==> src/design/thal_pkg.sv <==
`timescale 1ns / 1ps

package thal_pkg;

  localparam int unsigned SMP_W   = 32;
  localparam int unsigned HYST_W  = 31;
  localparam int unsigned LIMIT_W = 16;
  localparam int unsigned MODE_W  = 7;
  localparam int unsigned HITS_W  = 17;
  localparam int unsigned CIDX_W  = 3;

  // Register indexes on the configuration port.
  localparam logic [CIDX_W-1:0] REG_WARN_LOW  = 3'd0;
  localparam logic [CIDX_W-1:0] REG_WARN_HIGH = 3'd1;
  localparam logic [CIDX_W-1:0] REG_FAIL_LOW  = 3'd2;
  localparam logic [CIDX_W-1:0] REG_FAIL_HIGH = 3'd3;
  localparam logic [CIDX_W-1:0] REG_HYST      = 3'd4;
  localparam logic [CIDX_W-1:0] REG_HIT_LIMIT = 3'd5;
  localparam logic [CIDX_W-1:0] REG_MODE      = 3'd6;

  // Bit positions inside mode_bits.
  localparam int unsigned MB_WARN_LO_EN = 0;
  localparam int unsigned MB_WARN_HI_EN = 1;
  localparam int unsigned MB_FAIL_LO_EN = 2;
  localparam int unsigned MB_FAIL_HI_EN = 3;
  localparam int unsigned MB_INVERT     = 4;
  localparam int unsigned MB_PERSIST    = 5;
  localparam int unsigned MB_OK_REPEAT  = 6;

  // Stored level codes.
  localparam logic [1:0] LV_UNKNOWN = 2'd0;
  localparam logic [1:0] LV_OKAY    = 2'd1;
  localparam logic [1:0] LV_WARN    = 2'd2;
  localparam logic [1:0] LV_FAIL    = 2'd3;

  // Severity codes.
  localparam logic [1:0] SEV_OK   = 2'd0;
  localparam logic [1:0] SEV_WARN = 2'd1;
  localparam logic [1:0] SEV_FAIL = 2'd2;
  localparam logic [1:0] SEV_RSVD = 2'd3;

  // Side codes.
  localparam logic [1:0] SIDE_BELOW  = 2'd0;
  localparam logic [1:0] SIDE_ABOVE  = 2'd1;
  localparam logic [1:0] SIDE_WITHIN = 2'd2;

  typedef struct packed {
    logic signed [SMP_W-1:0] warn_low;
    logic signed [SMP_W-1:0] warn_high;
    logic signed [SMP_W-1:0] fail_low;
    logic signed [SMP_W-1:0] fail_high;
    logic [HYST_W-1:0]       hyst_amount;
    logic [LIMIT_W-1:0]      hit_limit;
    logic [MODE_W-1:0]       mode_bits;
  } cfg_t;

  typedef struct packed {
    logic [1:0] severity;
    logic [1:0] side;
  } class_t;

  typedef struct packed {
    logic notify;
    logic changed;
  } report_t;

endpackage

==> src/design/threshold_alarm_with_hysteresis_core.sv <==
`timescale 1ns / 1ps

// Channel  | Handshake            | Payload
// ---------+----------------------+-------------------------------------------------
// in       | in_valid / in_ready  | in_sample (signed Q16.16)
// out      | out_valid / out_ready| out_notify, out_severity, out_side, out_changed
// cfg      | cfg_we (no wait)     | cfg_index, cfg_wdata
//
// A sample passes from its transfer through the input register and then the
// result register. One sample per cycle is sustained while out_ready stays high;
// the level and hit-count update sits between the two registers.
// Reset (rst_n low, synchronous) clears the stored level, the hit count, all
// configuration registers and both valid flags.
// When out_ready is low the result register holds and the input register can
// still take one more sample; in_ready drops once both are full.

module threshold_alarm_with_hysteresis_core (
  input  logic                                clk,
  input  logic                                rst_n,
  input  logic                                in_valid,
  output logic                                in_ready,
  input  logic signed [thal_pkg::SMP_W-1:0]   in_sample,
  output logic                                out_valid,
  input  logic                                out_ready,
  output logic                                out_notify,
  output logic [1:0]                          out_severity,
  output logic [1:0]                          out_side,
  output logic                                out_changed,
  input  logic                                cfg_we,
  input  logic [thal_pkg::CIDX_W-1:0]         cfg_index,
  input  logic [thal_pkg::SMP_W-1:0]          cfg_wdata
);
  import thal_pkg::*;

  // Configuration registers. The user must write them only while the block is idle;
  // the block itself does not enforce this. The live values feed the datapath directly.
  cfg_t cfg_r;

  always_ff @(posedge clk) begin
    if (!rst_n) begin
      cfg_r <= '0;
    end else if (cfg_we) begin
      unique case (cfg_index)
        REG_WARN_LOW:  cfg_r.warn_low    <= cfg_wdata;
        REG_WARN_HIGH: cfg_r.warn_high   <= cfg_wdata;
        REG_FAIL_LOW:  cfg_r.fail_low    <= cfg_wdata;
        REG_FAIL_HIGH: cfg_r.fail_high   <= cfg_wdata;
        REG_HYST:      cfg_r.hyst_amount <= cfg_wdata[HYST_W-1:0];
        REG_HIT_LIMIT: cfg_r.hit_limit   <= cfg_wdata[LIMIT_W-1:0];
        REG_MODE:      cfg_r.mode_bits   <= cfg_wdata[MODE_W-1:0];
        default:       ;  // indexes past the register list are ignored
      endcase
    end
  end

  // Input register. A sample moves on into the result stage whenever the
  // result register is empty or is being drained in the same cycle.
  logic                    a_valid_r;
  logic signed [SMP_W-1:0] a_sample_r;
  logic                    a_advance;

  assign a_advance = a_valid_r && (!out_valid || out_ready);
  assign in_ready  = !a_valid_r || a_advance;

  always_ff @(posedge clk) begin
    if (!rst_n) begin
      a_valid_r <= 1'b0;
    end else if (in_ready) begin
      a_valid_r <= in_valid;
    end
  end

  always_ff @(posedge clk) begin
    if (in_valid && in_ready) begin
      a_sample_r <= in_sample;
    end
  end

  // Classification against the bounds uses the level left by the previous
  // sample; the tracker commits the new level at the same edge the result
  // register loads, so the next sample sees it right away.
  logic [1:0] level;
  class_t     cls;
  report_t    rep;

  thal_classify u_classify (
    .sample (a_sample_r),
    .cfg    (cfg_r),
    .level  (level),
    .cls    (cls)
  );

  thal_tracker u_tracker (
    .clk         (clk),
    .rst_n       (rst_n),
    .upd         (a_advance),
    .severity    (cls.severity),
    .hit_limit   (cfg_r.hit_limit),
    .persist     (cfg_r.mode_bits[MB_PERSIST]),
    .okay_repeat (cfg_r.mode_bits[MB_OK_REPEAT]),
    .level       (level),
    .rep         (rep)
  );

  // Result register.
  logic       out_valid_r;
  logic       out_notify_r;
  logic [1:0] out_severity_r;
  logic [1:0] out_side_r;
  logic       out_changed_r;

  always_ff @(posedge clk) begin
    if (!rst_n) begin
      out_valid_r <= 1'b0;
    end else if (a_advance) begin
      out_valid_r <= 1'b1;
    end else if (out_ready) begin
      out_valid_r <= 1'b0;
    end
  end

  always_ff @(posedge clk) begin
    if (a_advance) begin
      out_notify_r   <= rep.notify;
      out_severity_r <= cls.severity;
      out_side_r     <= cls.side;
      out_changed_r  <= rep.changed;
    end
  end

  assign out_valid    = out_valid_r;
  assign out_notify   = out_notify_r;
  assign out_severity = out_severity_r;
  assign out_side     = out_side_r;
  assign out_changed  = out_changed_r;

`ifndef SYNTHESIS
  a_input_stage_holds : assert property (@(posedge clk) disable iff (!rst_n)
    (a_valid_r && !a_advance) |=> (a_valid_r && $stable(a_sample_r)))
    else $error("input register lost a waiting sample");

  a_severity_legal : assert property (@(posedge clk) disable iff (!rst_n)
    out_valid_r |-> (out_severity_r != SEV_RSVD))
    else $error("reserved severity code on a result");

  a_changed_notifies : assert property (@(posedge clk) disable iff (!rst_n)
    (out_valid_r && out_changed_r) |-> out_notify_r)
    else $error("level change without notification");
`endif

endmodule

==> src/design/thal_classify.sv <==
`timescale 1ns / 1ps

module thal_classify (
  input  logic signed [thal_pkg::SMP_W-1:0] sample,
  input  thal_pkg::cfg_t                     cfg,
  input  logic [1:0]                         level,
  output thal_pkg::class_t                   cls
);
  import thal_pkg::*;

  // True when the sample lies outside the enabled bounds after the low bound
  // is raised and the high bound lowered by h. Sums are 34 bits, so exact.
  function automatic logic bound_out(logic signed [SMP_W-1:0] s,
                                     logic lo_en, logic signed [SMP_W-1:0] lo,
                                     logic hi_en, logic signed [SMP_W-1:0] hi,
                                     logic [HYST_W-1:0] h);
    logic signed [SMP_W+1:0] lo_w;
    logic signed [SMP_W+1:0] hi_n;
    logic signed [SMP_W+1:0] s_w;
    lo_w = {{2{lo[SMP_W-1]}}, lo} + {3'b000, h};
    hi_n = {{2{hi[SMP_W-1]}}, hi} - {3'b000, h};
    s_w  = {{2{s[SMP_W-1]}}, s};
    return (lo_en && (lo_w > s_w)) || (hi_en && (hi_n < s_w));
  endfunction

  logic [HYST_W-1:0]       hw;
  logic [HYST_W-1:0]       hf;
  logic                    w_out;
  logic                    f_out;
  logic                    inv;
  logic                    is_fail;
  logic                    is_warn;
  logic                    lo_en;
  logic                    hi_en;
  logic signed [SMP_W-1:0] lo;

  assign inv = cfg.mode_bits[MB_INVERT];
  assign hw  = (level == LV_WARN) ? cfg.hyst_amount : '0;
  assign hf  = (level == LV_FAIL) ? cfg.hyst_amount : '0;

  assign w_out = bound_out(sample, cfg.mode_bits[MB_WARN_LO_EN], cfg.warn_low,
                           cfg.mode_bits[MB_WARN_HI_EN], cfg.warn_high, hw);
  assign f_out = bound_out(sample, cfg.mode_bits[MB_FAIL_LO_EN], cfg.fail_low,
                           cfg.mode_bits[MB_FAIL_HI_EN], cfg.fail_high, hf);

  assign is_fail = inv ? !f_out : f_out;
  assign is_warn = inv ? !w_out : w_out;

  // The side comes from the bound pair of the classified level, without
  // hysteresis.
  assign lo_en = is_fail ? cfg.mode_bits[MB_FAIL_LO_EN] : cfg.mode_bits[MB_WARN_LO_EN];
  assign hi_en = is_fail ? cfg.mode_bits[MB_FAIL_HI_EN] : cfg.mode_bits[MB_WARN_HI_EN];
  assign lo    = is_fail ? cfg.fail_low : cfg.warn_low;

  always_comb begin
    cls.severity = is_fail ? SEV_FAIL : (is_warn ? SEV_WARN : SEV_OK);
    if (!is_fail && !is_warn) begin
      cls.side = SIDE_BELOW;
    end else if (inv) begin
      cls.side = (lo_en && hi_en) ? SIDE_WITHIN : (lo_en ? SIDE_ABOVE : SIDE_BELOW);
    end else begin
      cls.side = (lo_en && (sample < lo)) ? SIDE_BELOW : SIDE_ABOVE;
    end
  end

endmodule

==> src/design/thal_tracker.sv <==
`timescale 1ns / 1ps

module thal_tracker (
  input  logic                          clk,
  input  logic                          rst_n,
  input  logic                          upd,
  input  logic [1:0]                    severity,
  input  logic [thal_pkg::LIMIT_W-1:0]  hit_limit,
  input  logic                          persist,
  input  logic                          okay_repeat,
  output logic [1:0]                    level,
  output thal_pkg::report_t             rep
);
  import thal_pkg::*;

  logic [1:0]        level_r;
  logic [1:0]        level_nxt;
  logic [HITS_W-1:0] hit_cnt_r;
  logic [HITS_W-1:0] hit_cnt_nxt;
  logic [1:0]        new_lv;
  logic              quiet_ok;
  logic              go;

  assign new_lv   = severity + 2'd1;
  assign quiet_ok = (severity == SEV_OK) && !okay_repeat;

  always_comb begin
    hit_cnt_nxt = hit_cnt_r;
    level_nxt   = level_r;
    go          = 1'b1;
    rep         = '0;
    if (hit_limit != '0) begin
      if (quiet_ok || (hit_cnt_r > {1'b0, hit_limit})) begin
        hit_cnt_nxt = '0;
      end else begin
        hit_cnt_nxt = hit_cnt_r + 1'b1;
        go          = 1'b0;
      end
    end
    if (go) begin
      if (new_lv == level_r) begin
        rep.notify = persist && !quiet_ok;
      end else begin
        level_nxt   = new_lv;
        rep.changed = 1'b1;
        rep.notify  = 1'b1;
      end
    end
  end

  always_ff @(posedge clk) begin
    if (!rst_n) begin
      level_r   <= LV_UNKNOWN;
      hit_cnt_r <= '0;
    end else if (upd) begin
      level_r   <= level_nxt;
      hit_cnt_r <= hit_cnt_nxt;
    end
  end

  assign level = level_r;

`ifndef SYNTHESIS
  a_level_known_stays : assert property (@(posedge clk) disable iff (!rst_n)
    (level_r != LV_UNKNOWN) |=> (level_r != LV_UNKNOWN))
    else $error("level fell back to unknown");

  a_changed_moves_level : assert property (@(posedge clk) disable iff (!rst_n)
    (upd && rep.changed) |=> (level_r != $past(level_r)))
    else $error("changed reported but level did not move");

  a_idle_holds_state : assert property (@(posedge clk) disable iff (!rst_n)
    !upd |=> ($stable(level_r) && $stable(hit_cnt_r)))
    else $error("state moved without an update");
`endif

endmodule
==> config.mk <==
export PLATFORM = sky130hd
export DESIGN_NAME = threshold_alarm_with_hysteresis_core
export DESIGN_NICKNAME = d
export VERILOG_FILES = /design/src/design/thal_pkg.sv /design/src/design/threshold_alarm_with_hysteresis_core.sv /design/src/design/thal_classify.sv /design/src/design/thal_tracker.sv
export SDC_FILE = /design/constraint.sdc
export NUM_CORES = 1
export LEC_CHECK = 0
export BUFFER_PORTS_ARGS = -buffer_cell sky130_fd_sc_hd__clkbuf_2
export CAP_MARGIN = 15
export CORE_ASPECT_RATIO = 0.7
export CORE_MARGIN = 3
export CORE_UTILIZATION = 35
export DETAILED_ROUTE_END_ITERATION = 6
export SETUP_SLACK_MARGIN = 0.02
export SKIP_LAST_GASP = 1
export SLEW_MARGIN = 20
export SYNTH_ARGS = -nofsm -noshare
export SYNTH_HDL_FRONTEND = slang
export SYNTH_SLANG_ARGS = --single-unit
==> constraint.sdc <==
create_clock -name clk -period 9.3 [get_ports clk]
set_clock_uncertainty 0.1 [all_clocks]
set_input_delay 0.93 -clock clk [delete_from_list [all_inputs] [get_ports clk]]
set_output_delay 0.93 -clock clk [all_outputs]
set_load 0.02 [all_outputs]
==> results.toml <==
[run_status]
outcome = "completed"

[grt]
antenna_found_initial = 4
grt_max_degree = 122
grt_overflow = 0
grt_pass1_wl_um = 108000
track_usage_pct = 24.2
grt_pass1_vias = 17610

[clocking]
cts-root-buf = "clkbuf_16"
cts_sinks = 241
insertion_delay_ps = 600
cts_resized = 0
cts_buffers = 28
cts_buffer_depth = 3
clkTransAtPathRegs_ps = 60
holdBufCountCts = 0
cts_setup_buffers = 0
cts_tree = "built"
htreeDepth = 1

[setup_path]
cp_slowest_stage_delay_ps = 780
cpMostUsedCell = "a21oi_1"
worstSetupPathType = "reg2reg"
cp_num_buf_inv = 4
critPathMaxFanout = 17
worstPathArrival_ps = 9180
start_kind = "flip-flop"
crit_slowest_cell = "o31ai_1"
setup.worst_path.end_class = "flip-flop"
crit_required_ps = 9500
cp_top_family = "compound AO/OA/AOI/OAI gates"

[finish]
fin_nets = 2927
stdcell_area_mm2 = 0.0217
fillerInstances = 5604
drive_gt1_share_pct = 7.16
antenna_cells = 0
area_growth_pct = 11.6
final_cells = 3301

[floorplanning]
dieWidth_um = 288
io_pins = 80
dieArea_mm2 = 0.0584
rows = 71
die_h_um = 203
core_area_mm2 = 0.0543
start_util_pct = 35.8

[synthesis]
netlist_instances = 2485
synth_area_leader_cell = "dfxtp_1"
ys_types = 80
seq_area_frac_synth_pct = 26.8
synth_area_leaders = "dfxtp_1 21%, ha_1 19%, nand2_1 9.9%"
ys.flop_type = "dfxtp_1"
syn_area_per_cell_um2 = 7.82
synthDominantCellAreaShare_pct = 20.9
yosys_warnings = 0
ys_seq_elements = 241
synth_nets = 2863
netlist_area_mm2 = 0.0194
async_flop_share_pct = 0
synth-edff-count = 38

[power_and_ir_drop]
power_density_mw_per_mm2 = 135
combPwrFrac_pct = 20.9
power_frac_seq_pct = 38.2
peakVddDrop_v = 0.000135
power_switching_w = 0.000908
p_int_w = 0.00202
p_leak_nw = 9.82
switching_share_pct = 31.0
power_w = 0.00293
p_clk_share_pct = 40.9

[sta]
hold_viol_final = 0
min_period_ps = 8980
setup_viol = 0
slew_headroom_pct = 27.6
slew_violations = 0
grt_setup_unrepaired = "false"
fin_tns_setup_ps = 0
finalCritPeriodShare_pct = 96.5
fmax_mhz = 111
worst_slew_pin_slew_ps = 1080

[placed_design]
io_buffers = 79
gp_congestion = 0.971
place_area_mm2 = 0.0207
post-place-cells = 3249
dp_hpwl_um = 56100

[routing]
vias = 18658
drc = 0
initialDrtViolationCount = 1794
routed_wl_um = 72400
via_per_inst = 5.65
drt_pass1_iterations = 5
post_drt_wl_per_cell_um = 21.9
ant_nets = 0

[min_path]
hp-class = "reg2reg"

[flow_run]
maxCapViolCount = 0
-- final cells by class --
class | count | area [um2] | area share (%)
Inverter | 162 | 613 | 2.83
Clock inverter | 18 | 181 | 0.837
Clock buffer | 34 | 797 | 3.68
Sequential cell | 241 | 5200 | 24.0
Timing Repair Buffer | 106 | 611 | 2.82
Multi-Input combinational cell | 2010 | 13400 | 61.6
Tap cell | 730 | 913 | 4.21
-- cells in the final DEF (no fill, tap or decap), types with 7 or more instances in the layout --
cell type / count
a2111oi_0: 10
a211oi_1: 14
a21o_1: 77
a21oi_1: 333
a31oi_1: 14
and2_1: 9
and3_1: 18
buf_4: 26
clkbuf_16: 31
clkbuf_2: 79
clkinv_2: 8
dfxtp_1: 203
edfxtp_1: 38
ha_1: 302
inv_1: 161
mux2i_1: 39
nand2_1: 510
nand2b_1: 31
nand3_1: 44
nand4_1: 35
nor2_1: 117
nor2b_1: 28
nor3_1: 32
nor4_1: 17
o2111ai_1: 8
o211ai_1: 11
o21a_1: 28
o21ai_0: 50
o21ai_1: 11
o21bai_1: 21
o31ai_1: 9
or2_2: 7
or3_1: 11
xnor2_1: 80
xor2_1: 38
-- power by group through the flow --
stage               sequential [W]  combinational, W  clock (W)
finish                     0.00112          0.000611    0.00120
global route               0.00112          0.000676    0.00126
CTS                        0.00112          0.000599    0.00122
detailed placement         0.00114          0.000596          0
global placement           0.00114          0.000584          0
floorplan                  0.00113          0.000394          0
-- worst register-to-register path, delay by kind of cell, from the launching register on --
family,cells,cell delay [ps]
adders and majority gates,3,850
and+or+nand+nor,7,1530
DFF,1,350
AOI/OAI and AO/OA,15,5280
buffers and inverters,4,590
-- flip-flops by register name (all words and copies together), names as in the netlist --
signal and flops:
out_side 2, a_valid_r 1, out_valid 1, cfg_r 182, a_sample_r 32, u_tracker.hit_cnt_r 17
out_severity 2, u_tracker.level 2, out_changed 1, out_notify 1
-- synth_stat cells, types with 21 or more instances --
cell      count
inv_1       161
nand2b_1     31
dfxtp_1     203
a21o_1       77
mux2i_1      39
xnor2_1      80
nand3_1      44
nor3_1       34
o21ai_0      50
o21a_1       28
nand2_1     510
nand4_1      35
edfxtp_1     38
xor2_1       38
a21oi_1     333
clkbuf_1     65
nor2b_1      28
o21bai_1     21
nor2_1      121
ha_1        302
-- worst paths after layout --
kind / cells past startpoint / end / start / slack, ps
worst min register to register: 2 / cfg_r[127]$_SDFFE_PN0P_ / cfg_r[127]$_SDFFE_PN0P_ / 360
worst max register to register: 29 / out_notify$_SDFFCE_PN0P_ / u_tracker.level[1]$_SDFFE_PN0P_ / 320
worst min-delay path: 2 / cfg_r[127]$_SDFFE_PN0P_ / cfg_r[127]$_SDFFE_PN0P_ / 360
worst max-delay path: 29 / out_notify$_SDFFCE_PN0P_ / u_tracker.level[1]$_SDFFE_PN0P_ / 320
-- logic make-up after synthesis --
kind of cell | Yosys count | share of synthesized area [%]
mux | 39 | 2.01
fa+ha+maj | 306 | 19.9
compound gates | 659 | 21.1
flops | 241 | 26.8
simple gates | 888 | 20.3
xor+xnor | 118 | 5.32
buf+inv | 234 | 4.58
-- layer usage --
metal  vias to the layer above  routed length, um  GRT usage (%)  share of wire [%]
li1                       8922                  -              -                  -
met1                      8952              35600           37.2                 49
met2                       683              28100           33.8                 39
met3                        95               7090           5.79                9.8
met4                         6               1500           4.74                2.1
met5                         -                 87          0.833               0.12
-- through the flow --
stage / setup slack, ps / utilization (%) / hold slack (ps)
3_5_place_dp: 711 / 38.1 / 355
6_report: 325 / 39.9 / 362
3_3_place_gp: 809 / 38.1 / 344
4_1_cts: 669 / 39.9 / 364
5_1_grt: 83.0 / 39.9 / 380
2_1_floorplan: 1800 / - / 333
Power figures use the tool's default switching activity.
